File: config.mk
export PLATFORM = sky130hd
export DESIGN_NAME = sum8_tlv_frame_parser
export DESIGN_NICKNAME = d
export VERILOG_FILES = /design/src/hw/rtl/tfp_pkg.sv /design/src/hw/rtl/tfp_in_reg.sv /design/src/hw/rtl/tfp_core.sv /design/src/hw/rtl/tfp_out_reg.sv /design/src/hw/rtl/sum8_tlv_frame_parser.sv
export SDC_FILE = /design/constraint.sdc
export NUM_CORES = 1
export LEC_CHECK = 0
export BUFFER_PORTS_ARGS = -buffer_cell sky130_fd_sc_hd__buf_2
export CAP_MARGIN = 30
export CORE_MARGIN = 1
export CORE_UTILIZATION = 40
export CTS_CLUSTER_DIAMETER = 60
export DETAILED_ROUTE_END_ITERATION = 16
export PLACE_DENSITY = 0.63
export SLEW_MARGIN = 20
export SYNTH_ARGS = -nofsm -noshare
export SYNTH_HDL_FRONTEND = slang
export SYNTH_SLANG_ARGS = --single-unit
File: constraint.sdc
create_clock -name clk_i -period 9.4 [get_ports clk_i]
set_clock_uncertainty 0.1 [all_clocks]
set_input_delay 0.47 -clock clk_i [delete_from_list [all_inputs] [get_ports clk_i]]
set_output_delay 0.47 -clock clk_i [all_outputs]
set_load 0.005 [all_outputs]
File: src/hw/rtl/tfp_pkg.sv
package tfp_pkg;

  localparam int unsigned ByteW = 8;

  typedef enum logic [1:0] {
    PHASE_TYPE   = 2'd0,
    PHASE_LENGTH = 2'd1,
    PHASE_PARAMS = 2'd2,
    PHASE_CHECK  = 2'd3
  } phase_e;

  typedef enum logic [1:0] {
    KIND_PARAM = 2'd0,
    KIND_GOOD  = 2'd1,
    KIND_BAD   = 2'd2
  } kind_e;

  typedef struct packed {
    kind_e              kind;
    logic [ByteW-1:0]   param_byte;
    logic [ByteW-1:0]   frame_type;
    logic [ByteW-1:0]   frame_length;
    logic [ByteW-1:0]   computed_sum;
  } result_t;

endpackage

File: src/hw/rtl/tfp_in_reg.sv
module tfp_in_reg (
  input  logic                      clk_i,
  input  logic                      rst_ni,
  input  logic                      valid_i,
  input  logic [tfp_pkg::ByteW-1:0] byte_i,
  output logic                      stall_o,
  input  logic                      advance_i,
  output logic                      valid_o,
  output logic [tfp_pkg::ByteW-1:0] byte_o
);
  import tfp_pkg::*;

  logic             valid_q, valid_d;
  logic [ByteW-1:0] byte_q;

  // Hold the beat while the core cannot pass it on.
  assign stall_o = valid_q && !advance_i;
  assign valid_d = stall_o ? valid_q : valid_i;

  always_ff @(posedge clk_i or negedge rst_ni) begin
    if (!rst_ni) begin
      valid_q <= 1'b0;
    end else begin
      valid_q <= valid_d;
    end
  end

  always_ff @(posedge clk_i) begin
    if (!stall_o && valid_i) begin
      byte_q <= byte_i;
    end
  end

  assign valid_o = valid_q;
  assign byte_o  = byte_q;

endmodule

File: src/hw/rtl/tfp_core.sv
module tfp_core (
  input  logic                      clk_i,
  input  logic                      rst_ni,
  input  logic                      valid_i,
  input  logic [tfp_pkg::ByteW-1:0] byte_i,
  input  logic                      out_ready_i,
  output logic                      advance_o,
  output logic                      res_valid_o,
  output tfp_pkg::result_t          res_o
);
  import tfp_pkg::*;

  phase_e           phase_q, phase_d;
  logic [ByteW-1:0] type_q, type_d;
  logic [ByteW-1:0] length_q, length_d;
  logic [ByteW-1:0] left_q, left_d;
  logic [ByteW-1:0] sum_q, sum_d;
  logic             has_result;

  always_comb begin
    phase_d    = phase_q;
    type_d     = type_q;
    length_d   = length_q;
    left_d     = left_q;
    sum_d      = sum_q;
    has_result = 1'b0;
    res_o.kind         = KIND_PARAM;
    res_o.param_byte   = byte_i;
    res_o.frame_type   = type_q;
    res_o.frame_length = length_q;
    res_o.computed_sum = sum_q;
    unique case (phase_q)
      PHASE_TYPE: begin
        type_d   = byte_i;
        length_d = '0;
        left_d   = '0;
        sum_d    = byte_i;
        phase_d  = PHASE_LENGTH;
      end
      PHASE_LENGTH: begin
        length_d = byte_i;
        left_d   = byte_i;
        sum_d    = sum_q + byte_i;
        // Zero-length frame goes straight to the checksum.
        phase_d  = (byte_i != '0) ? PHASE_PARAMS : PHASE_CHECK;
      end
      PHASE_PARAMS: begin
        sum_d      = sum_q + byte_i;
        left_d     = left_q - 1'b1;
        if (left_d == '0) begin
          phase_d = PHASE_CHECK;
        end
        has_result = 1'b1;
        res_o.computed_sum = sum_d;
      end
      PHASE_CHECK: begin
        has_result = 1'b1;
        res_o.kind = (sum_q == byte_i) ? KIND_GOOD : KIND_BAD;
        phase_d    = PHASE_TYPE;
      end
      default: begin
        phase_d = PHASE_TYPE;
      end
    endcase
  end

  assign advance_o   = valid_i && (!has_result || out_ready_i);
  assign res_valid_o = valid_i && has_result;

  always_ff @(posedge clk_i or negedge rst_ni) begin
    if (!rst_ni) begin
      phase_q  <= PHASE_TYPE;
      type_q   <= '0;
      length_q <= '0;
      left_q   <= '0;
      sum_q    <= '0;
    end else if (advance_o) begin
      phase_q  <= phase_d;
      type_q   <= type_d;
      length_q <= length_d;
      left_q   <= left_d;
      sum_q    <= sum_d;
    end
  end

endmodule

File: src/hw/rtl/tfp_out_reg.sv
module tfp_out_reg (
  input  logic             clk_i,
  input  logic             rst_ni,
  input  logic             valid_i,
  input  tfp_pkg::result_t res_i,
  output logic             ready_o,
  output logic             valid_o,
  input  logic             stall_i,
  output tfp_pkg::result_t res_o
);
  import tfp_pkg::*;

  logic    valid_q, valid_d;
  result_t res_q;

  // Free when empty or when the held beat leaves this cycle.
  assign ready_o = !valid_q || !stall_i;
  assign valid_d = ready_o ? valid_i : valid_q;

  always_ff @(posedge clk_i or negedge rst_ni) begin
    if (!rst_ni) begin
      valid_q <= 1'b0;
    end else begin
      valid_q <= valid_d;
    end
  end

  always_ff @(posedge clk_i) begin
    if (ready_o && valid_i) begin
      res_q <= res_i;
    end
  end

  assign valid_o = valid_q;
  assign res_o   = res_q;

endmodule

File: src/hw/rtl/sum8_tlv_frame_parser.sv
// Parses a byte stream of frames (type, length, length parameter bytes, 8-bit wrapping
// sum of all preceding frame bytes) and takes one byte per cycle sustained while
// result_stall_i is low; each accepted byte passes through the input register, then the
// result register. Each parameter byte comes out as a result of kind 0; the checksum
// byte gives one result of kind 1 (good) or 2 (bad) with the received checksum in
// param_byte. Type and length bytes give no result. After any checksum byte the next
// byte is taken as a new type byte; there is no search for a frame boundary.
module sum8_tlv_frame_parser (
  input  logic                      clk_i,
  input  logic                      rst_ni,
  input  logic                      data_valid_i,
  output logic                      data_stall_o,
  input  logic [tfp_pkg::ByteW-1:0] data_byte_i,
  output logic                      result_valid_o,
  input  logic                      result_stall_i,
  output logic [1:0]                result_kind_o,
  output logic [tfp_pkg::ByteW-1:0] param_byte_o,
  output logic [tfp_pkg::ByteW-1:0] frame_type_o,
  output logic [tfp_pkg::ByteW-1:0] frame_length_o,
  output logic [tfp_pkg::ByteW-1:0] computed_sum_o
);
  import tfp_pkg::*;

  logic             s1_valid;
  logic [ByteW-1:0] s1_byte;
  logic             advance;
  logic             res_valid;
  logic             out_ready;
  result_t          res;
  result_t          out_res;

  tfp_in_reg u_in_reg (
    .clk_i    (clk_i),
    .rst_ni   (rst_ni),
    .valid_i  (data_valid_i),
    .byte_i   (data_byte_i),
    .stall_o  (data_stall_o),
    .advance_i(advance),
    .valid_o  (s1_valid),
    .byte_o   (s1_byte)
  );

  tfp_core u_core (
    .clk_i      (clk_i),
    .rst_ni     (rst_ni),
    .valid_i    (s1_valid),
    .byte_i     (s1_byte),
    .out_ready_i(out_ready),
    .advance_o  (advance),
    .res_valid_o(res_valid),
    .res_o      (res)
  );

  tfp_out_reg u_out_reg (
    .clk_i  (clk_i),
    .rst_ni (rst_ni),
    .valid_i(res_valid),
    .res_i  (res),
    .ready_o(out_ready),
    .valid_o(result_valid_o),
    .stall_i(result_stall_i),
    .res_o  (out_res)
  );

  assign result_kind_o  = out_res.kind;
  assign param_byte_o   = out_res.param_byte;
  assign frame_type_o   = out_res.frame_type;
  assign frame_length_o = out_res.frame_length;
  assign computed_sum_o = out_res.computed_sum;

endmodule
==> metrics <==
status=complete, no violations; Vias/cell=5.34; routability cong.=0.858; relative slew slack=40.6%; Initial Utilization=41.3%; Max-Cap Viols=0; critical path cell sequence=inv_1, ha_1, o21ai_0, nor2_1, buf_2; Cells after Synth=293; clock root buffer master=clkbuf_8; crit-path max FO=20; Tcrit/Tclk final=31.2%; clock tree buffer depth=2; Die Y=96.9 µm; share of layout cells above drive strength 1=24.6%; EDFF count, synth=42; Crit. End Element=primary output; critical path class=reg -> out; total CTS buffers=9; Leak=1.71 nW; Pwr per Cell Area=321 nW/µm²; Worst path max stage delay=0.72 ns; Filler Cells Inserted=778; most frequent cells in the layout=buf_2, edfxtp_1, dfrtp_1; Top FF cell, synth=edfxtp_1; DRC errors left=0; critical path's slowest cell=ha_1; Area contributors post-synth=edfxtp_1, dfrtp_1, ha_1; startpoint class of the critical path=flip-flop; die span in x=96.9 µm; Final ANT Viol Nets=0; Syn Nets=319; Die ar.=9400 µm²; Async SR Flop Fraction=46.2%; final hold vios=0; worst endpoint required time=8.83 ns; total power=1.33 mW; Period minus WS final=2.93 ns; Distinct cells, synth=48; setup_tns=0 ns; commonest non-fill, non-tap cell in the layout=buf_2; Clk pin slew, worst setup/hold paths=0.08 ns; Max VDD drop=0.106 mV; Critical Path AT=2.36 ns; Synth Warn #=0; Final Cell Area=4150 µm²; Cell Rows=34; f_max=341 MHz; Mean Syn Cell Area=12.3 µm²; Buf/Inv on CP=2; initial antenna violation count=0; clk_lat worst skew=0.35 ns; Overflow after GRT=0; post-synthesis sequential area ratio=60.0%; minimum hold slack=0.191 ns; # IOs=48; clock sinks=78; WL per Instance=16.2 µm; largest net degree at the start of global routing=37; Top Family by Delay on Critical Path=adder cells; area grow syn2layout=15.2%; DR iter-0 viols=139; area share of the largest cell type after synthesis=35.0%; Detailed Route WL=7.32 mm; CTS tree=built; RSZ-0062 raised after global routing=no; area leader, netlist=edfxtp_1; Placed Area=3960 µm²; Pins Over Slew Limit=0; IO Port Bufs=47; diode count=0; flop2flop setup slack=6.52 ns; layout net count=366; vias in the first global route=2389; register bit total from synthesis=78; H-tree levels=3; Synth Cell Area=3610 µm²; vias=2418; DPL Wire Length=4.92 mm; Hold/Removal Path Class=in -> reg; actual slew at the worst max-slew pin=0.889 ns; setup violators final=0; post-CTS sizing=0; first-pass GRT wire length=12.1 mm; drt pass-1 iters=4; GRT Util Overall=16.7%; core area=8720 µm²
[area by class of cell]
type | count | area (µm²) | share of cell area (%)
sequential | 78 | 2160 | 52.0
clock inverter | 6 | 38.8 | 0.934
timing repair buffer | 50 | 293 | 7.05
clock buffer | 10 | 128 | 3.07
multi-input combinational | 188 | 1350 | 32.5
inverter | 13 | 48.8 | 1.17
tap | 108 | 135 | 3.25
[sequential cells by signal, indices dropped and copies added, names as in the netlist, 2 cells and up]
name / flops
u_core.left_q: 8
u_core.length_q: 8
u_core.phase_q: 2
u_core.sum_q: 8
u_core.type_q: 8
u_in_reg.byte_o: 8
u_out_reg.res_o: 34
[synthesized netlist by cell type, types with 2 or more instances]
library cell and number:
a21oi_1 12, a22o_1 8, a22oi_1 5, a32oi_1 3
and3_1 3, buf_2 3, clkbuf_1 9, dfrtp_1 36
edfxtp_1 42, ha_1 13, inv_1 13, mux2_2 13
mux2i_1 8, nand2_1 32, nand3_1 8, nand4b_1 2
nor2_1 14, nor2b_1 5, nor3_1 6, nor4_1 2
o2111ai_1 2, o21a_1 3, o21ai_0 14, o21ai_1 2
o31ai_1 3, or3_1 2, xnor2_1 6, xor2_1 4
[repair_timing]
action                                  4_1_cts  5_1_grt
buffers inserted                              0        0
hold buffers                                  0        1
endpoints found under the setup margin        0        0
hold endpoints to repair                      0        8
[logic make-up (layout without fill, tap and decap cells)]
logic type / after synthesis / after routing / synth area share (%)
compound gates: 63 / 63 / 12.5
xor+xnor: 10 / 10 / 2.43
fa+ha+maj: 14 / 14 / 5.07
buf+inv: 27 / 79 / 2.95
flops: 78 / 78 / 60.0
mux: 21 / 21 / 6.28
simple gates: 80 / 80 / 10.8
[worst register-to-register path, stage by stage, from the launching register on]
cell	delay, ns
dfrtp_1	0.42
inv_1	0.11
ha_1	0.72
o21ai_0	0.38
a21oi_4	0.63
buf_16	0.23
[power breakdown]
group	internal, mW	total (mW)	switching (mW)
logic	0.241	0.547	0.306
registers	0.498	0.570	0.0720
clock network	0.0953	0.218	0.123
total	0.834	1.33	0.501
[final timing paths]
check                                   start                  end  cells past startpoint
max                         u_core.phase_q[0]         data_stall_o                      5
min                            data_byte_i[7]   u_in_reg.byte_o[7]                      1
max reg2reg                 u_core.phase_q[0]  u_out_reg.res_o[28]                      5
min reg2reg                u_core.length_q[6]  u_out_reg.res_o[14]                      0
max in group asynchronous              rst_ni      u_core.sum_q[0]                      3
min in group asynchronous              rst_ni     u_core.type_q[6]                      2
[per-stage QoR]
step | instances | util [%] | setup WS [ns]
6_report | 453 | 47.6 | 6.47
2_1_floorplan | 293 | - | 6.20
5_1_grt | 453 | 47.6 | 6.23
3_3_place_gp | 434 | 45.1 | 6.44
4_1_cts | 451 | 47.3 | 6.46
3_5_place_dp | 435 | 45.4 | 6.52
[layer usage]
layer	global-route usage, %	up-vias	part of all wire, %
met4	5.40	0	1.5
met1	22.9	1166	48
met3	4.99	11	6.0
li1	-	1165	-
met2	25.2	76	45
met5	0	-	0
Note: power is estimated with default switching activity, not from simulation.
